## config.mk

```make
export PLATFORM = sky130hd
export DESIGN_NAME = ogcu_queue
export DESIGN_NICKNAME = d
export VERILOG_FILES = /design/src/ogcu_queue.sv
export SDC_FILE = /design/constraint.sdc
export NUM_CORES = 1
export LEC_CHECK = 0
export BUFFER_PORTS_ARGS = -buffer_cell sky130_fd_sc_hd__buf_2
export CORE_UTILIZATION = 25
export DETAILED_ROUTE_END_ITERATION = 6
export PLACE_DENSITY = 0.51
export SKIP_CTS_REPAIR_TIMING = 1
export SYNTH_ARGS = -nofsm -noshare
export SYNTH_HDL_FRONTEND = slang
export SYNTH_SLANG_ARGS = --single-unit
```

## constraint.sdc

```tcl
create_clock -name clock -period 2.3 [get_ports clock]
set_clock_uncertainty 0.1 [all_clocks]
set_input_delay 0.23 -clock clock [delete_from_list [all_inputs] [get_ports clock]]
set_output_delay 0.23 -clock clock [all_outputs]
set_load 0.005 [all_outputs]
```

## src/ogcu_queue.sv

```systemverilog
`default_nettype none

module ogcu_queue #(
   parameter int WIDTH = 19,
   parameter int DEPTH = 4
) (
   input  wire logic             clock,
   input  wire logic             reset,
   input  wire logic             push_valid,
   output logic                  push_ready,
   input  wire logic [WIDTH-1:0] push_data,
   output logic                  pop_valid,
   input  wire logic             pop_ready,
   output logic      [WIDTH-1:0] pop_data
);

   localparam int PTR_W = (DEPTH > 1) ? $clog2(DEPTH) : 1;
   localparam int CNT_W = $clog2(DEPTH + 1);

   logic [WIDTH-1:0] slot_ff [DEPTH];
   logic [PTR_W-1:0] wr_ptr_ff, wr_ptr_in;
   logic [PTR_W-1:0] rd_ptr_ff, rd_ptr_in;
   logic [CNT_W-1:0] count_ff, count_in;
   logic             push, pop;

   assign push_ready = (count_ff != CNT_W'(DEPTH));
   assign pop_valid  = (count_ff != '0);
   assign pop_data   = slot_ff[rd_ptr_ff];
   assign push       = push_valid && push_ready;
   assign pop        = pop_valid && pop_ready;

   always_comb begin
      wr_ptr_in = wr_ptr_ff;
      rd_ptr_in = rd_ptr_ff;
      count_in  = count_ff;
      if (push) begin
         wr_ptr_in = (wr_ptr_ff == PTR_W'(DEPTH - 1)) ? '0 : wr_ptr_ff + 1'b1;
      end
      if (pop) begin
         rd_ptr_in = (rd_ptr_ff == PTR_W'(DEPTH - 1)) ? '0 : rd_ptr_ff + 1'b1;
      end
      if (push && !pop) begin
         count_in = count_ff + 1'b1;
      end else if (pop && !push) begin
         count_in = count_ff - 1'b1;
      end
   end

   always_ff @(posedge clock) begin
      if (reset) begin
         wr_ptr_ff <= '0;
         rd_ptr_ff <= '0;
         count_ff  <= '0;
      end else begin
         wr_ptr_ff <= wr_ptr_in;
         rd_ptr_ff <= rd_ptr_in;
         count_ff  <= count_in;
      end
      if (push) begin
         slot_ff[wr_ptr_ff] <= push_data;
      end
   end

endmodule

`default_nettype wire

```

==> summary.md <==
| Metric | Value |
|---|---|
| Outcome | finished, final reports clean |
| Peak supply drop | 0.656 mV |
| Setup-violating endpoint count in the final report | 0 |
| Setup tns final | 0 ns |
| Post-Syn Nets | 177 |
| Most common cell after layout, fill and taps aside | sky130_fd_sc_hd__edfxtp_1 |
| Static leakage | 1.38 nW |
| Pin count of the biggest net entering global routing | 20 |
| Worst-case setup margin in the final layout | 0.121 ns |
| Pwr dens | 1100 nW/um2 |
| CP Capture Type | flip-flop |
| Worst path slowest cell | sky130_fd_sc_hd__or3_2 |
| Finished Layout Cells | 379 |
| WP buf/inv | 1 |
| Synth-to-layout area growth | 24.9% |
| Worst Setup Start Kind | flip-flop |
| WP depth | 8 |
| Area of combinational cells with multiple inputs | 728 um2 |
| Power, Total | 0.00443 W |
| Cells traversed along the worst timing path | or3b_1 -> and2_4 -> ha_2 -> inv_1 -> fa_1 -> xor2_1 -> or3_2 -> a21oi_1 |
| Number of CTS-inserted buffers | 9 |
| DPL Wire Length | 3.63 mm |
| Total global routing track utilization | 9.40% |
| Antenna violations before repair | 0 |
| Clock slew at the register clock pins of the worst setup and hold paths | 0.06 ns |
| CTS max path bufs | 2 |
| RSZ-0062 raised after global routing | false |
| Count of antenna diodes in the layout | 0 |
| Die area | 13300 um2 |
| Headroom to the max-slew limit | 62.3% |
| CTS tree | yes |
| Number of hold violations in the final report | 0 |
| FF+latch area | 2470 um2 |
| Required time at the endpoint of the critical path | 2.46 ns |
| Worst setup path startpoint | count_ff[2] |
| Startpoint of the worst register-to-register path | count_ff[2] |
| Routability congestion estimate | 0.635 |
| Clock latency on the worst-skew pair | 0.33 ns |
| Wire length per cell after detailed routing | 15.2 um |
| Total overflow reported by the global router | 0 |
| Number of inserted filler cells in the final layout | 1214 |
| First-pass DRT Iterations | 4 |
| Number of nets at the end of the flow | 232 |
| Tightest Hold Check Type | primary input to flip-flop |
| Instance count after placement with tap cells included | 362 |
| Mapped Area | 3220 um2 |
| Wire length of the first global-routing pass | 8.79 mm |
| Antenna-violating nets left | 0 |
| Initial core utilization | 25.6% |
| Max-Cap Viols | 0 |
| Minimum clock period | 2.18 ns |
| Number of cells on the worst reg-to-reg path | 8 |
| Count of cell types in the netlist | 26 |
| Most area-hungry cell type in the Yosys netlist | sky130_fd_sc_hd__edfxtp_1 |
| Arrival time at the worst endpoint | 2.34 ns |
| Syn_area_per_cell | 21.9 um2 |
| DR vias | 1521 |
| Port bufs | 43 |
| Clock H-tree levels | 3 |
| Synthesis warning total | 0 |
| DP Worst Slack | 0.0248 ns |
| Top-Level Pins | 44 |
| Crit path max fanout | 5 |
| Sequential cell area fraction in the yosys report | 76.5% |
| Number of stages on the worst hold path | 1 |
| Flop and latch count out of synthesis | 85 |
| Maximum clock frequency | 459 MHz |
| Drt drc | 0 |
| Share of final-layout standard cells stronger than drive strength 1 | 46.9% |
| Top cells by area, synth | sky130_fd_sc_hd__edfxtp_1 (71%), sky130_fd_sc_hd__mux4_2 (13%), sky130_fd_sc_hd__dfxtp_1 (5.6%), sky130_fd_sc_hd__ha_1 (2.3%), sky130_fd_sc_hd__mux2i_1 (0.93%) |
| TritonCTS sink count | 85 |
| Cell row count | 41 |
| Drt total wl | 5.78 mm |
| Critical R2R Capture | count_ff[2] |
| Slew Viols, Final | 0 |
| Floorplan core area | 12600 um2 |
| CP endpoint | count_ff[2] |
| First-iteration detailed-routing DRC count | 93 |
| Path type of the worst setup path | flip-flop to flip-flop |
| Mapped Cells | 147 |
| Critical path's largest stage delay | 0.41 ns |
| Area share of the largest cell type after synthesis | 70.9% |
| Most frequent cells in the layout | sky130_fd_sc_hd__edfxtp_1 (76), sky130_fd_sc_hd__buf_2 (43), sky130_fd_sc_hd__mux4_2 (19) |
| Vias in the first global route | 1639 |
| DR vias/cell | 4.01 |
| Setup slack of the worst register-to-register path | 0.12 ns |
| Fin crit share | 94.7% |
| Pin slew with the least headroom to its limit | 0.565 ns |
| Worst hold margin | 0.0114 ns |
| Die Y-Extent | 115 um |
| CTS root buffer | sky130_fd_sc_hd__clkbuf_16 |
| Chip Width | 115 um |
| Family of cells with the greatest summed delay on the critical path | simple AND/OR/NAND/NOR gates |
[power by group]
part / internal (W) / switching (W) / total, W
sequential: 0.00190 / 0.0000853 / 0.00198
combinational: 0.000480 / 0.000441 / 0.000921
clock: 0.000960 / 0.000570 / 0.00153
[synthesized netlist by cell type (all sizes together)]
cell type   n
a21oi       2
and2        1
and3        4
buf         3
clkbuf      3
dfxtp       9
edfxtp     76
fa          1
ha          6
inv         3
mux2i       3
mux4       19
nand2       1
nand2b      2
nand3       1
nor2        3
nor3        1
o21ai       1
o31ai       2
or3         3
or3b        1
xor2        2
[worst min-delay path by stage]
stage,slack (ns),endpoint,start
after detailed placement,0.35,slot_ff[2][13],push_data[13]
final,0.01,slot_ff[1][10],push_data[10]
after CTS,-0.002,slot_ff[1][5],push_data[5]
after global routing,0.003,slot_ff[0][18],push_data[18]
after global placement,0.34,slot_ff[3][14],push_data[14]
after floorplan,0.23,slot_ff[0][0],push_data[0]
[state kept, by name, indices dropped and copies added (netlist names), named ones only]
signal,count
slot_ff,76
rd_ptr_ff,2
count_ff,3
wr_ptr_ff,2
[routing by layer]
| layer | up-vias | global-route usage [%] | wire length, um |
|---|---|---|---|
| li1 | 709 | - | - |
| met1 | 765 | 11.0 | 2500 |
| met3 | 8 | 3.77 | 296 |
| met4 | 0 | 3.38 | 75 |
| met2 | 39 | 15.6 | 2900 |
| met5 | - | 0 | 0 |
[cell families (layout without fill, tap and decap cells)]
| family | Yosys count | after routing | share of synthesized area (%) |
|---|---|---|---|
| flops | 85 | 85 | 76.5 |
| compound gates | 5 | 5 | 1.09 |
| simple gates | 17 | 17 | 3.30 |
| mux | 22 | 22 | 14.2 |
| xor+xnor | 2 | 2 | 0.544 |
| buf+inv | 9 | 69 | 1.36 |
| fa+ha+maj | 7 | 7 | 2.95 |
[metrics by stage]
stage	area (um2)	utilization, %
after floorplan	3220	-
after global placement	3660	29.1
after detailed placement	3660	29.1
after CTS	3990	31.7
after global routing	4020	32.0
final	4020	32.0
[final cells by class]
type	count	area share (%)
well taps	172	5.35
clock buffers	10	5.70
inverters	3	0.280
clock inverters	6	2.33
repair buffers	50	6.72
multi-input cells	53	18.1
flip-flops and latches	85	61.5
[worst reg2reg max path, cell delays in order (launching register included)]
cell	delay [ns]
sky130_fd_sc_hd__dfxtp_2	0.35
sky130_fd_sc_hd__or3b_1	0.18
sky130_fd_sc_hd__and2_4	0.16
sky130_fd_sc_hd__ha_2	0.19
sky130_fd_sc_hd__inv_1	0.05
sky130_fd_sc_hd__fa_1	0.36
sky130_fd_sc_hd__xor2_1	0.16
sky130_fd_sc_hd__or3_2	0.41
sky130_fd_sc_hd__a21oi_1	0.15
Note: power is estimated with default switching activity, not from simulation.
