$ cat src/ogcu_pkg.sv
`default_nettype none

package ogcu_pkg;

   // configuration register indexes
   localparam logic [2:0] REG_ORIGIN_X     = 3'd0;
   localparam logic [2:0] REG_ORIGIN_Y     = 3'd1;
   localparam logic [2:0] REG_CELLS_PER_MM = 3'd2;
   localparam logic [2:0] REG_GRID_WIDTH   = 3'd3;
   localparam logic [2:0] REG_GRID_HEIGHT  = 3'd4;
   localparam logic [2:0] REG_RAISE_STEP   = 3'd5;
   localparam logic [2:0] REG_LOWER_STEP   = 3'd6;

   // result status codes
   localparam logic [1:0] STATUS_UPDATED = 2'd0;
   localparam logic [1:0] STATUS_INVALID = 2'd1;
   localparam logic [1:0] STATUS_OUTSIDE = 2'd2;

   localparam int POS_W    = 24;
   localparam int SCALE_W  = 16;
   localparam int GRID_W   = 9;
   localparam int STEP_W   = 11;
   localparam int CONF_W   = 11;
   localparam int OCC_W    = 7;
   localparam int IDX_W    = 16;
   localparam int STATUS_W = 2;
   localparam int CSR_IDX_W  = 3;
   localparam int CSR_DATA_W = 24;

   // grid dimensions up to 4096 and 9-bit size registers both fit here
   localparam int DIM_W = 13;

   localparam logic [CONF_W-1:0] CONF_FULL = 11'd1024;
   localparam logic [OCC_W-1:0]  OCC_SCALE = 7'd100;

   localparam int QUEUE_DEPTH = 4;

   typedef struct packed {
      logic [POS_W-1:0]   origin_x;
      logic [POS_W-1:0]   origin_y;
      logic [SCALE_W-1:0] cells_per_mm;
      logic [GRID_W-1:0]  grid_width;
      logic [GRID_W-1:0]  grid_height;
      logic [STEP_W-1:0]  raise_step;
      logic [STEP_W-1:0]  lower_step;
   } cfg_type;

endpackage

`default_nettype wire

$ cat src/ogcu_front.sv
`default_nettype none

module ogcu_front #(
   parameter int MAX_COLS = 256,
   parameter int MAX_ROWS = 256,
   parameter int AW       = 16
) (
   input  wire logic                                 clock,
   input  wire logic                                 reset,
   input  ogcu_pkg::cfg_type                         cfg,
   input  wire logic                                 in_valid,
   output logic                                      in_ready,
   input  wire logic signed [ogcu_pkg::POS_W-1:0]    point_x,
   input  wire logic signed [ogcu_pkg::POS_W-1:0]    point_y,
   input  wire logic                                 point_valid,
   input  wire logic                                 lane_hit,
   output logic                                      out_valid,
   input  wire logic                                 out_ready,
   output logic      [AW-1:0]                        out_idx,
   output logic      [ogcu_pkg::STATUS_W-1:0]        out_status,
   output logic                                      out_hit
);

   localparam int PW  = ogcu_pkg::POS_W;
   localparam int DW  = ogcu_pkg::DIM_W;
   localparam int MW  = ogcu_pkg::POS_W + ogcu_pkg::SCALE_W;
   localparam int IW  = 2 * ogcu_pkg::DIM_W;
   localparam logic [DW-1:0] COLS_LIM = DW'(MAX_COLS);
   localparam logic [DW-1:0] ROWS_LIM = DW'(MAX_ROWS);

   // stage 1: offsets from origin
   logic          v1_ff, v1_in;
   logic [PW:0]   dx_ff, dx_in, dy_ff, dy_in;
   logic          ok1_ff, hit1_ff;
   // stage 2: cell coordinates
   logic          v2_ff, v2_in;
   logic [PW-1:0] cx_ff, cx_in, cy_ff, cy_in;
   logic          neg2_ff, ok2_ff, hit2_ff;
   // stage 3: bounds and row-major index
   logic          v3_ff, v3_in;
   logic [AW-1:0] idx3_ff, idx3_in;
   logic [1:0]    st3_ff, st3_in;
   logic          hit3_ff;

   logic          en1, en2, en3;
   logic [MW-1:0] prod_x, prod_y;
   logic [DW-1:0] gw_ext, gh_ext, gw_eff, gh_eff;
   logic          on_grid;
   logic [IW-1:0] idx_sum;

   assign en3      = !v3_ff || out_ready;
   assign en2      = !v2_ff || en3;
   assign en1      = !v1_ff || en2;
   assign in_ready = en1;

   assign out_valid  = v3_ff;
   assign out_idx    = idx3_ff;
   assign out_status = st3_ff;
   assign out_hit    = hit3_ff;

   // sign-extended subtract, bit PW is the sign of the offset
   assign dx_in = {point_x[PW-1], point_x} - {cfg.origin_x[PW-1], cfg.origin_x};
   assign dy_in = {point_y[PW-1], point_y} - {cfg.origin_y[PW-1], cfg.origin_y};
   assign v1_in = en1 ? in_valid : v1_ff;

   // scale by cells per mm, 16 fraction bits dropped
   assign prod_x = MW'(dx_ff[PW-1:0]) * MW'(cfg.cells_per_mm);
   assign prod_y = MW'(dy_ff[PW-1:0]) * MW'(cfg.cells_per_mm);
   assign cx_in  = prod_x[MW-1:ogcu_pkg::SCALE_W];
   assign cy_in  = prod_y[MW-1:ogcu_pkg::SCALE_W];
   assign v2_in  = en2 ? v1_ff : v2_ff;

   // grid size clipped to the store dimensions
   assign gw_ext  = DW'(cfg.grid_width);
   assign gh_ext  = DW'(cfg.grid_height);
   assign gw_eff  = (gw_ext > COLS_LIM) ? COLS_LIM : gw_ext;
   assign gh_eff  = (gh_ext > ROWS_LIM) ? ROWS_LIM : gh_ext;
   assign on_grid = !neg2_ff && (cx_ff < PW'(gw_eff)) && (cy_ff < PW'(gh_eff));
   assign idx_sum = IW'(cy_ff[DW-1:0]) * IW'(gw_eff) + IW'(cx_ff[DW-1:0]);
   assign v3_in   = en3 ? v2_ff : v3_ff;

   always_comb begin
      if (!ok2_ff) begin
         st3_in  = ogcu_pkg::STATUS_INVALID;
         idx3_in = '0;
      end else if (!on_grid) begin
         st3_in  = ogcu_pkg::STATUS_OUTSIDE;
         idx3_in = '0;
      end else begin
         st3_in  = ogcu_pkg::STATUS_UPDATED;
         idx3_in = idx_sum[AW-1:0];
      end
   end

   always_ff @(posedge clock) begin
      if (reset) begin
         v1_ff <= 1'b0;
         v2_ff <= 1'b0;
         v3_ff <= 1'b0;
      end else begin
         v1_ff <= v1_in;
         v2_ff <= v2_in;
         v3_ff <= v3_in;
      end
      if (en1) begin
         dx_ff   <= dx_in;
         dy_ff   <= dy_in;
         ok1_ff  <= point_valid;
         hit1_ff <= lane_hit;
      end
      if (en2) begin
         cx_ff   <= cx_in;
         cy_ff   <= cy_in;
         neg2_ff <= dx_ff[PW] || dy_ff[PW];
         ok2_ff  <= ok1_ff;
         hit2_ff <= hit1_ff;
      end
      if (en3) begin
         idx3_ff <= idx3_in;
         st3_ff  <= st3_in;
         hit3_ff <= hit2_ff;
      end
   end

endmodule

`default_nettype wire

$ cat config.mk
export PLATFORM = sky130hd
export DESIGN_NAME = ogcu_front
export DESIGN_NICKNAME = d
export VERILOG_FILES = /design/src/ogcu_pkg.sv /design/src/ogcu_front.sv
export SDC_FILE = /design/constraint.sdc
export NUM_CORES = 2
export LEC_CHECK = 0
export BUFFER_PORTS_ARGS = -buffer_cell sky130_fd_sc_hd__buf_2
export CORE_MARGIN = 4
export CORE_UTILIZATION = 25
export DETAILED_ROUTE_END_ITERATION = 12
export PLACE_DENSITY = 0.5
export RECOVER_POWER = 25
export SETUP_SLACK_MARGIN = 0.5
export SLEW_MARGIN = 5
export SYNTH_ARGS = -nofsm -noshare
export SYNTH_HDL_FRONTEND = slang
export SYNTH_SLANG_ARGS = --single-unit
$ cat constraint.sdc
create_clock -name clock -period 9.6 [get_ports clock]
set_clock_uncertainty 0.2 [all_clocks]
set_input_delay 0.96 -clock clock [delete_from_list [all_inputs] [get_ports clock]]
set_output_delay 0.96 -clock clock [all_outputs]
set_load 0.03 [all_outputs]
==> flow_summary.ini <==
[sta]
period_share_pct = 81.3
final-setup-viol-count = 0
period_minus_slack_ns = 7.80
finalHoldViolations = 0
final-max-slew-violation-count = 52
tns_ns = 0
maxSlewHeadroom_pct = -118
timing.fmax_mhz = 128
tightest_slew_ns = 3.27
grt_setup_unrepaired = no

[min_path]
hold_class = reg -> reg

[clocking]
cts.sinks = 125
numCtsBuffers = 17
cts.clk_slew.worst_paths_ns = 0.06
postCtsSetupRepairBufs = 0
cts-root-buf = clkbuf_16
clockBufferDepth = 2
cts-resized-gates = 0
cts_max_level = 4
hold_buffers = 0
cts_tree = yes
clock_latency_ns = 0.49

[logic_synthesis]
syn-num-nets = 4776
synth_ff_type = edfxtp_1
syn-instance-count = 3616
ys_ff_latch = 125
synth_most_common_cell = inv_1
ys_top_cells_by_count = 868 x inv_1, 686 x fa_1, 582 x nand2_1
synthArstFlopShare_pct = 0
syn_area_per_cell_sq_um = 9.19
yosysTopAreaCell = fa_1
netlist_top_cells_area = fa_1 41%, ha_1 12%, edfxtp_1 11%, inv_1 9.8%, nand2_1 6.6%
ys_warn_count = 0
synth.yosys.seq_area_share_pct = 11.2
yosysTopAreaCellShare_pct = 41.3
synth-edff-count = 122
synthesis.area_sq_mm = 0.0332
synth.distinct_cells = 75

[die]
start_util_pct = 25.2
die_w_um = 373
io_pins = 179
die_y_um = 373
rows = 133
dieArea_sq_mm = 0.139
core_sq_mm = 0.132

[setup_path]
cp.arrival_ns = 7.82
critPathCaptureType = flip-flop
start_kind = input port
cpMostUsedCell = fa_1
cpLargestDelayFamily = adder cells
worst-path-buf-inv = 6
cpPeakStageDelay_ns = 0.76
cp_slowest_cell = buf_2
worstPathRequired_ns = 9.62
worst-setup-path-type = in -> reg
worstPathMaxFanout = 36
path_cells = buf_2 > nand2_1 > fa_1 > inv_1 > fa_1 > inv_1 > fa_1 > inv_1 > fa_1 > fa_1 > inv_1 > fa_1 > inv_1 > ha_1 > nand2_1 > a211o_1 > o21bai_1 > nand2_2 > a211oi_2 > a31o_4 > a31oi_4 > o211ai_2 > a21oi_2 > xnor2_1

[status]
outcome = finished with violations
violations = capacitance limit, slew limit

[routing]
drt-total-wl_um = 91600
drt_iter0_drc = 1486
drtPass1Iterations = 5
routedWlPerCell_um = 16.8
postRouteAntennaNets = 0
vias_per_cell = 4.32
post-route-drc-count = 0
num_vias = 23558

[final_layout]
drive_above_1_share_pct = 6.90
nFillCells = 14194
area_growth_pct = 10.0
final_area_sq_mm = 0.0366
finalNetCount = 4843

[placement]
io_buffers = 156
dpl_cell_area_sq_mm = 0.0360
place_congestion = 0.833
dpl.hpwl_um = 72400

[global_route]
gr-total-overflow = 0
grt_antenna_before_repair = 18
grt_max_degree = 53
grt_pass1_vias = 25788
grt_pass1_wl_um = 148000
grtUsageTotal_pct = 13.6

[job]
drv_cap = 1
area by class of cell:
| type | count | area, sq um | area share (%) |
|---|---|---|---|
| inverter | 869 | 3260 | 8.92 |
| clock buffer | 17 | 425 | 1.16 |
| antenna | 8 | 20.0 | 0.0548 |
| multi-input combinational | 2472 | 25700 | 70.2 |
| sequential | 125 | 3720 | 10.2 |
| timing repair buffer | 198 | 1090 | 2.97 |
| clock inverter | 15 | 163 | 0.445 |
| tap | 1755 | 2200 | 6.01 |
final timing paths:
path	start	endpoint	slack, ns	cells after the start
worst max register to register	dx_ff[6]	cx_ff[23]	2.21	23
worst max-delay path	cfg[41]	cx_ff[23]	1.80	24
worst min register to register	hit1_ff	hit2_ff	0.22	0
worst min-delay path	hit1_ff	hit2_ff	0.22	0
through the flow:
step	worst slack (ns)	hold WS [ns]	cells	utilization, %
final	1.80	0.221	5459	27.7
after global routing	1.46	0.233	5452	27.7
after CTS	1.83	0.223	5451	27.7
after detailed placement	1.30	0.205	5419	27.3
after global placement	1.34	0.201	5419	27.3
after floorplan	2.28	0.200	3616	-
cell usage in the layout (no fill, tap or decap), drive strengths merged, types with 9 or more instances in the layout:
master	Yosys	final
nor2b	24	24
fa	686	686
o21a	9	9
inv	868	873
nand3	19	19
and2	336	336
a21o	37	37
edfxtp	122	122
buf	11	193
ha	316	316
o21bai	12	12
xor2	36	36
nand2	584	584
nor3	19	19
nor2	64	64
and3	14	14
a21oi	80	80
o21ai	45	45
clkbuf	139	22
nand4	9	9
xnor2	74	74
nand2b	15	15
flip-flops by register name, summed over array words and instances (netlist names), 2 cells and up:
signal and count:
dx_ff 25, out_idx 16, out_status 2, cy_ff 24, dy_ff 25, cx_ff 24
logic make-up after synthesis:
kind of cell	after synthesis	synth area share, %
DFF	125	11.2
buffers and inverters	1019	11.5
adders and majority gates	1002	53.2
AOI/OAI and AO/OA	247	5.14
xor gates and xnor gates	110	2.90
and+or+nand+nor	1113	16.0
per-layer routing:
layer / GRT usage, % / share of wire, % / up-vias
met5: 0 / 0.065 / -
met1: 20.0 / 50 / 11929
met3: 2.95 / 6.4 / 96
met4: 2.64 / 1.4 / 8
li1: - / - / 10899
met2: 20.5 / 43 / 626
Power is left out: the tool's default activity adds up to more than one toggle a clock period on the data nets, which glitch-free logic cannot reach.
