### src/ogcu_pkg.sv
`default_nettype none

package ogcu_pkg;

   // configuration register indexes
   localparam logic [2:0] REG_ORIGIN_X     = 3'd0;
   localparam logic [2:0] REG_ORIGIN_Y     = 3'd1;
   localparam logic [2:0] REG_CELLS_PER_MM = 3'd2;
   localparam logic [2:0] REG_GRID_WIDTH   = 3'd3;
   localparam logic [2:0] REG_GRID_HEIGHT  = 3'd4;
   localparam logic [2:0] REG_RAISE_STEP   = 3'd5;
   localparam logic [2:0] REG_LOWER_STEP   = 3'd6;

   // result status codes
   localparam logic [1:0] STATUS_UPDATED = 2'd0;
   localparam logic [1:0] STATUS_INVALID = 2'd1;
   localparam logic [1:0] STATUS_OUTSIDE = 2'd2;

   localparam int POS_W    = 24;
   localparam int SCALE_W  = 16;
   localparam int GRID_W   = 9;
   localparam int STEP_W   = 11;
   localparam int CONF_W   = 11;
   localparam int OCC_W    = 7;
   localparam int IDX_W    = 16;
   localparam int STATUS_W = 2;
   localparam int CSR_IDX_W  = 3;
   localparam int CSR_DATA_W = 24;

   // grid dimensions up to 4096 and 9-bit size registers both fit here
   localparam int DIM_W = 13;

   localparam logic [CONF_W-1:0] CONF_FULL = 11'd1024;
   localparam logic [OCC_W-1:0]  OCC_SCALE = 7'd100;

   localparam int QUEUE_DEPTH = 4;

   typedef struct packed {
      logic [POS_W-1:0]   origin_x;
      logic [POS_W-1:0]   origin_y;
      logic [SCALE_W-1:0] cells_per_mm;
      logic [GRID_W-1:0]  grid_width;
      logic [GRID_W-1:0]  grid_height;
      logic [STEP_W-1:0]  raise_step;
      logic [STEP_W-1:0]  lower_step;
   } cfg_type;

endpackage

`default_nettype wire

### src/ogcu_csr.sv
`default_nettype none

module ogcu_csr (
   input  wire logic                             clock,
   input  wire logic                             reset,
   input  wire logic                             csr_valid,
   output logic                                  csr_ready,
   input  wire logic [ogcu_pkg::CSR_IDX_W-1:0]   csr_index,
   input  wire logic [ogcu_pkg::CSR_DATA_W-1:0]  csr_wdata,
   output ogcu_pkg::cfg_type                     cfg
);

   ogcu_pkg::cfg_type cfg_ff, cfg_in;

   assign csr_ready = 1'b1;
   assign cfg       = cfg_ff;

   always_comb begin
      cfg_in = cfg_ff;
      if (csr_valid) begin
         case (csr_index)
            ogcu_pkg::REG_ORIGIN_X:     cfg_in.origin_x     = csr_wdata;
            ogcu_pkg::REG_ORIGIN_Y:     cfg_in.origin_y     = csr_wdata;
            ogcu_pkg::REG_CELLS_PER_MM: cfg_in.cells_per_mm = csr_wdata[15:0];
            ogcu_pkg::REG_GRID_WIDTH:   cfg_in.grid_width   = csr_wdata[8:0];
            ogcu_pkg::REG_GRID_HEIGHT:  cfg_in.grid_height  = csr_wdata[8:0];
            ogcu_pkg::REG_RAISE_STEP:   cfg_in.raise_step   = csr_wdata[10:0];
            ogcu_pkg::REG_LOWER_STEP:   cfg_in.lower_step   = csr_wdata[10:0];
            default: ;
         endcase
      end
   end

   always_ff @(posedge clock) begin
      if (reset) begin
         cfg_ff.origin_x     <= 24'd0;
         cfg_ff.origin_y     <= 24'd0;
         cfg_ff.cells_per_mm <= 16'd1311;
         cfg_ff.grid_width   <= 9'd256;
         cfg_ff.grid_height  <= 9'd256;
         cfg_ff.raise_step   <= 11'd102;
         cfg_ff.lower_step   <= 11'd51;
      end else begin
         cfg_ff <= cfg_in;
      end
   end

endmodule

`default_nettype wire

### config.mk
export PLATFORM = sky130hd
export DESIGN_NAME = ogcu_csr
export DESIGN_NICKNAME = d
export VERILOG_FILES = /design/src/ogcu_pkg.sv /design/src/ogcu_csr.sv
export SDC_FILE = /design/constraint.sdc
export NUM_CORES = 1
export LEC_CHECK = 0
export ABC_AREA = 1
export ABC_CLOCK_PERIOD_IN_PS = 1100
export BUFFER_PORTS_ARGS = -buffer_cell sky130_fd_sc_hd__buf_2
export CORE_MARGIN = 3
export CORE_UTILIZATION = 50
export CTS_BUF_LIST = sky130_fd_sc_hd__clkbuf_8
export CTS_CLUSTER_SIZE = 40
export DETAILED_ROUTE_END_ITERATION = 6
export GPL_ROUTABILITY_DRIVEN = 1
export PLACE_DENSITY = 0.85
export SETUP_SLACK_MARGIN = 0.5
export SLEW_MARGIN = 40
export SYNTH_ARGS = -nofsm -noshare
export SYNTH_HDL_FRONTEND = slang
export SYNTH_SLANG_ARGS = --single-unit
### constraint.sdc
create_clock -name clock -period 1.1 [get_ports clock]
set_input_delay 0.11 -clock clock [delete_from_list [all_inputs] [get_ports clock]]
set_output_delay 0.11 -clock clock [all_outputs]
set_load 0.1 [all_outputs]
==> results.md, run 1 <==
* Rows at 32
* Log Error: [ERROR DPL-0038] Utilization greater than 100%, impossible to legalize
* CTS buffer count at 9
* Gp weighted congestion at approximately 0.88
* Yosys top cell area share at 50.3%
* Sequential area share after synthesis at 50.3%
* Synth Area in Adders at 0%
* CTS resizes at ~160
* Post-synth cell types at 16
* Post-Syn Instances at 590
* Post-synthesis simple-gate area fraction at 41.9%
* Final HPWL DP at around 11 mm
* Die Ht at 97.0 µm
* Synth Area in XOR/XNOR at 0%
* Post-synthesis register bit count at 104
* Area leader, netlist: dfxtp_1
* Placed insts at slightly above 800
* Initial core utilization at 52.5%
* Outcome: aborted with a tool error
* Mux share of post-synthesis cell area at 0%
* Bufs on Longest Clock Path at 2
* Die Wd at just under 100 µm
* Step where the flow halted: clock tree synthesis
* Setup bufs post-CTS at 51
* Area contributors post-synth: dfxtp_1, nor2_1, nand3_1, nand2_1, inv_1
* Largest family of logic cells by synthesized area: simple AND/OR/NAND/NOR gates
* I/O pin count at 135
* Synth Warn # at 0
* Synth Area in Compound Gates at 0.242%
* Root Buffer Master: clkbuf_8
* Cell Area, Synth at 0.00414 mm²
* Syn_nets at 620
* Syn avg cell area at 7.02 µm²
* # port buffers at 133
* CTS H-tree lvls at 3
* Num Clock Sinks at 104
==> per-stage QoR <==
step | utilization (%) | setup slack (ps) | cell area, µm²
detailed placement | 91.6 | -274 | 7230
global placement | 91.6 | -72.8 | 7230
floorplan | - | 260 | 4940
==> kinds of logic after synthesis <==
group / after synthesis
AO/OA/AOI/OAI: 2
buffers and inverters: 66
flip-flops: 104
other: 1
AND/OR/NAND/NOR: 417
==> Yosys cell counts (all sizes together) <==
cell type / instances
dfxtp: 104
nand3: 104
nor2: 185
clkbuf: 3
buf: 32
nand2: 128
conb: 1
o21ai: 2
inv: 31
==> run 2, diff against run 1 <==
- CORE_UTILIZATION: 50 -> 35
- CTS_BUF_LIST: sky130_fd_sc_hd__clkbuf_8 -> not set
- CTS_CLUSTER_SIZE: 40 -> not set
- PLACE_DENSITY: 0.85 -> not set
- PLACE_DENSITY_LB_ADDON: not set -> 0.15
- SETUP_SLACK_MARGIN: 0.5 -> not set
==> results.md, run 2 <==
* Critical Path Start Type: input port
* Area contributors post-synth: dfxtp_1, nor2_1, nand3_1, nand2_1, inv_1
* CP Depth at 6
* Max Cap Viol at 0
* Worst-path clk slew at 60 ps
* Sw Ratio at 31.1%
* Num Clock Sinks at 104 (unchanged)
* Die Wd at 115 µm (+18%)
* Reg power frac at between 40% and 50%
* Outcome: complete, no violations
* Gp weighted congestion at 0.836 (-5.2%)
* CTS H-tree lvls at 3 (unchanged)
* Setup-failing EPs final at 0
* # diodes at 0
* Final hold slack at between 10 and 15 ps
* First-pass detailed-route iteration total at 4
* P_sw at between 0.003 and 0.004 W
* DRT iter0 DRCs at 256
* Storage cell area at 0.00221 mm²
* Nets@finish at 759
* Setup bufs post-CTS at 0 (-100%)
* Buffers and inverters on the worst path at 3
* Gr usage total at 20.0%
* Clock Skew at 0 ps
* Comb pwr share at 23.8%
* Worst EP arrival at ~1300 ps
* Crit-path leading delay family: buffers and inverters
* WL per Instance at about 15 µm
* Area leader, netlist: dfxtp_1
* # port buffers at 133 (unchanged)
* Critical path's slowest cell: dlygate4sd3_1
* CTS buffer count at 9 (unchanged)
* Pin count of the biggest net entering global routing at 35
* Initial antenna violation count at 0
* Yosys top cell area share at 50.3% (unchanged)
* CORE AREA at 0.0115 mm²
* Placed insts at 858 (+6.5%)
* Vias in the first global route at 3960
* Unrepaired setup endpoints after global routing: no
* Initial core utilization at 36.0% (-17 points)
* Max incr delay on CP at 540 ps
* Routed via count at 4176
* Sequential area share after synthesis at 50.3% (unchanged)
* Hold WC Path Type: input port to register
* R2R depth at 2
* Number of synthesized flops with an enable pin at 0 (unchanged)
* Count leader, synth: nor2_1
* Clock power frac at 34.3%
* Commonest non-fill, non-tap cell in the layout: nor2_1
* Area of the multi-input gates at 0.00176 mm²
* Worst skew pair latency at between 300 and 400 ps
* ANT nets after route at 0
* Rel. slew slack at 49.0%
* Int Power at 0.00670 W
* Number of fill cells at 999
* Fin crit share at 96.3%
* Grt ovf at 0
* Pins over their slew limit at 0
* CP required at 1330 ps
* Synth Warn # at 0 (unchanged)
* Post-synth cell types at 16 (unchanged)
* Min-Delay Path Depth at 3
* Non-Filler Instances at 876
* Max Clk Rate at 944 MHz
* Total leakage power at between 3 and 4 nW
* Rows at 39 (+22%)
* Top post-synthesis cells by count: nor2_1, nand2_1, dfxtp_1, nand3_1, inv_1
* Via density at 4.77
* Cell-by-cell trace of the critical path: dlygate4sd3_1 -> buf_2 -> inv_1 -> nand3_1 -> nand2_1 -> nor2_1
* Final HPWL DP at 9.57 mm (-16%)
* Power Density at 1360 mW/mm²
* Crit-path max FO at 6
* Syn_nets at 620 (unchanged)
* Final WL at about 13 mm
* Cell Area, Synth at 0.00414 mm² (unchanged)
* Worst-margin pin slew at around 760 ps
* Post-Syn Instances at 590 (unchanged)
* Bufs on Longest Clock Path at 2 (unchanged)
* CTS tree: done
* Post-synth top flop: dfxtp_1
* Async SR Flop Fraction at 0% (unchanged)
* Fin. Hold Viols at 0
* Die footprint at 0.0132 mm²
* Most frequent cells in the layout: nor2_1, nand2_1, buf_12
* Root Buffer Master: clkbuf_16
* # DRC at 0
* Share of cells above drive strength 1 at between 40% and 50%
* PnR Total Power at roughly 0.01 W
* Global-route wire length before repair at 20.6 mm
* Crit Path Class: input port to register
* Max reg flops at 104
* P&R area growth vs syn at 72.5%
* Die Ht at 115 µm (+18%)
* Syn avg cell area at 7.02 µm² (unchanged)
* Final min period at about 1100 ps
* Post-synthesis register bit count at 104 (unchanged)
* Critical Path End Type: register
* Worst ir drop on vdd at 645 µV
* I/O pin count at 135 (unchanged)
==> run 2: through the flow <==
step | setup TNS [ps] | setup WS (ps) | cell area [µm²] | utilization (%)
final | 0 | 41.0 | 7150 | 62.1
after global routing | 0 | 3.05 | 7150 | 62.1
after CTS | 0 | 45.5 | 7140 | 62.0
after floorplan | 0 | 155 | 4270 | -
after detailed placement | -6030 | -146 | 6800 | 59.0
after global placement | -2810 | -57.2 | 6800 | 59.0
==> run 2: tightest hold or removal path, delay by kind of cell <==
kind / cells / cell delay (ps)
simple gates: 2 / 100
buf+inv: 1 / 110
==> run 2: logic make-up after synthesis <==
kind of cell / after synthesis / share of synthesized area [%]
and+or+nand+nor: 417 / 41.9
DFF: 104 / 50.3
buffers and inverters: 66 / 7.52
AOI/OAI and AO/OA: 2 / 0.242
other: 1 / 0.0905
==> run 2: power by group through the flow <==
stage | combinational, W | clock, W | sequential (W)
final | 0.00231 | 0.00334 | 0.00407
after global routing | 0.00242 | 0.00356 | 0.00409
after CTS | 0.00232 | 0.00342 | 0.00408
after detailed placement | 0.00230 | 0 | 0.00416
after global placement | 0.00228 | 0 | 0.00416
after floorplan | 0.000502 | 0 | 0.00503
==> run 2: layer usage <==
metal | GRT usage [%] | share of wire (%)
met3 | 4.89 | 6.2
met5 | 0 | 0
met4 | 7.90 | 2.9
met2 | 32.3 | 48
met1 | 25.9 | 43
==> run 2: layout make-up <==
| class | count | share of cell area, % |
|---|---|---|
| Timing Repair Buffer | 163 | 35.8 |
| Sequential cell | 104 | 31.0 |
| Multi-Input combinational cell | 420 | 24.7 |
| Clock buffer | 10 | 3.20 |
| Tap cell | 143 | 2.50 |
| Inverter | 31 | 1.68 |
| Clock inverter | 5 | 1.16 |
==> run 2: path summary, 6_finish.rpt <==
check / start / endpoint / slack [ps]
hold / removal: csr_wdata[4] / cfg[44] / 10
setup / recovery: csr_wdata[6] / cfg[86] / 40
setup reg to reg: cfg[78] / cfg[78] / 470
hold reg to reg: cfg[12] / cfg[12] / 490
==> run 2: timing repair <==
action,CTS,global route
endpoints found under the hold margin,3,0
endpoints found under the setup margin,0,5
hold buffers,3,0
gates resized for setup,0,2
Note: power is estimated with default switching activity, not from simulation.
==> run 3, diff against run 2 <==
- CORE_UTILIZATION: 35 -> 49
- CTS_CLUSTER_SIZE: not set -> 14
- MAX_ROUTING_LAYER: not set -> met4
==> results.md, run 3 (same netlist as run 2, synthesis figures left out) <==
* Outcome: complete, no violations
* Initial antenna violation count at 0 (unchanged)
* Crit Path Class: input port to register
* Vias in the first global route at 4406 (+11%)
* Grt ovf at 0 (unchanged)
* Via density at 5.34 (+12%)
* Worst R2R Setup Slack at 430 ps (-40 ps)
* Rows at 32 (-18%)
* Non-Filler Instances at 836 (-4.6%)
* Root Buffer Master: clkbuf_8
* Max reg flops at 104 (unchanged)
* Share of cells above drive strength 1 at 39.2% (-0.87 points)
* Final WL at 13.7 mm (+5.8%)
* End of the worst register-to-register path: cfg[4]
* Unrepaired setup endpoints after global routing: no
* Max Clk Rate at 928 MHz (-1.8%)
* Pins over their slew limit at 0 (unchanged)
* Area of the multi-input gates at 0.00176 mm² (-0.28%)
* Sw Ratio at 34.3% (+3.2 points)
* Crit-path max FO at 6 (unchanged)
* CTS H-tree lvls at 3 (unchanged)
* Initial core utilization at 52.0% (+16 points)
* Clock power frac at 27.0% (-7.3 points)
* Post-Place Worst Slack at -154 ps (-8.65 ps)
* Critical Path End Type: register
* First-pass detailed-route iteration total at 5 (+1)
* Fin crit share at 98.0% (+1.7 points)
* CTS tree: done
* Setup bufs post-CTS at 0 (unchanged)
* Buffers and inverters on the worst path at 3 (unchanged)
* PnR Total Power at 0.00874 W (-10%)
* Post-Route Utilization at 87.1% (+25 points)
* Hold Crit Endpoint: cfg[16]
* Critical path's slowest cell: dlygate4sd3_1
* CTS buffer count at 9 (unchanged)
* Post-CTS Hold Buffers at 7 (+4)
* Global-route wire length before repair at 21.9 mm (+6.1%)
* Power Density at 1260 mW/mm² (-7.4%)
* Max incr delay on CP at 540 ps (about the same)
* Rel. slew slack at 53.2% (+4.2 points)
* Worst ir drop on vdd at 919 µV (+43%)
* Comb pwr share at 26.4% (+2.6 points)
* # port buffers at 133 (unchanged)
* Worst skew pair latency at 360 ps (+30 ps)
* Reg power frac at 46.6% (+4.7 points)
* Final setup margin at 22.0 ps (-19.0 ps)
* Gr usage total at 29.1% (+9.1 points)
* Routed via count at 4467 (+7.0%)
* Cell-by-cell trace of the critical path: dlygate4sd3_1 -> buf_2 -> inv_1 -> nand3_1 -> nand2_1 -> nor2_1
* Worst-margin pin slew at 699 ps (-62.8 ps)
* Gp weighted congestion at 0.878 (+5.0%)
* Crit-path leading delay family: buffers and inverters
* P&R area growth vs syn at 67.4%
* Die Ht at 98.0 µm (-15%)
* Clock Skew at 0 ps (unchanged)
* Number of fill cells at 405 (-59%)
* Num Clock Sinks at 104 (unchanged)
* CP required at 1370 ps (+40 ps)
* Int Power at 0.00575 W (-14%)
* Hold_sp: csr_wdata[5]
* P_sw at 0.00300 W (-0.98%)
* Most frequent cells in the layout: nor2_1, nand2_1, buf_12
* Total leakage power at 3.06 nW (-2.1%)
* Final min period at 1080 ps (+19.0 ps)
* Max Cap Viol at 0 (unchanged)
* Placed insts at 813 (-5.2%)
* CORE AREA at 0.00797 mm² (-31%)
* Pin count of the biggest net entering global routing at 58 (+66%)
* Final HPWL DP at 9.71 mm (+1.4%)
* Worst-path clk slew at 100 ps (+40 ps)
* I/O pin count at 135 (unchanged)
* R2R depth at 2 (unchanged)
* # DRC at 0 (unchanged)
* WL per Instance at 16.3 µm (+11%)
* Nets@finish at 759 (unchanged)
* Storage cell area at 0.00221 mm² (unchanged)
* Die Wd at 98.0 µm (-15%)
* Fin. Hold Viols at 0 (unchanged)
* ANT nets after route at 0 (unchanged)
* Min-Delay Path Depth at 3 (unchanged)
* Die footprint at 0.00959 mm² (-27%)
* # diodes at 0 (unchanged)
* Hold WC Path Type: input port to register
* CTS resizes at 0 (unchanged)
* DRT iter0 DRCs at 329 (+29%)
* Setup-failing EPs final at 0 (unchanged)
* Commonest non-fill, non-tap cell in the layout: nor2_1
* Worst EP arrival at 1340 ps (+50 ps)
* Critical Path Start Type: input port
* Bufs on Longest Clock Path at 2 (unchanged)
* Critical register-to-register path startpoint: cfg[4]
==> run 3: layer usage <==
layer	vias up	global-route usage, %	part of all wire, %
met3	28	5.43	8.2
met1	2096	33.4	37
li1	2102	-	-
met4	0	11.4	2.3
met2	241	50.3	53
met5	-	-	0
==> run 3: area by class of cell <==
type | count | share of cell area, %
Clock buffer | 11 | 1.89
Clock inverter | 5 | 0.830
Inverter | 31 | 1.68
Multi-Input combinational cell | 420 | 25.4
Sequential cell | 104 | 31.9
Tap cell | 102 | 1.84
Timing Repair Buffer | 163 | 36.5
==> run 3: worst max path at each step <==
stage                 startpoint      end  slack (ps)  depth (start not counted)
floorplan                cfg[30]  cfg[30]         150                          2
detailed placement  csr_index[1]  cfg[79]        -150                          7
finish              csr_wdata[3]  cfg[14]          20                          6
CTS                      cfg[85]  cfg[85]          40                          1
global placement    csr_index[1]  cfg[78]         -50                          7
global route        csr_wdata[4]  cfg[60]           4                          6
==> run 3: worst register-to-register path: stages, from the launching register on <==
cell     delay (ps)
dfxtp_2         350
nand2_1         100
nand3_1         100
==> run 3: metrics by stage <==
stage,hold slack [ps],cell area (µm²),setup TNS [ps]
5_1_grt,16.7,6940,0
4_1_cts,0.0676,6940,0
2_1_floorplan,223,4270,0
3_3_place_gp,329,6680,-1260
3_5_place_dp,346,6680,-4230
6_report,1.96,6940,0
==> run 3: power groups by stage <==
stage / registers (W) / logic, W / clock network, W
after floorplan: 0.00503 / 0.000502 / 0
after global placement: 0.00415 / 0.00222 / 0
after detailed placement: 0.00416 / 0.00227 / 0
after CTS: 0.00407 / 0.00229 / 0.00236
after global routing: 0.00409 / 0.00241 / 0.00252
final: 0.00407 / 0.00231 / 0.00236
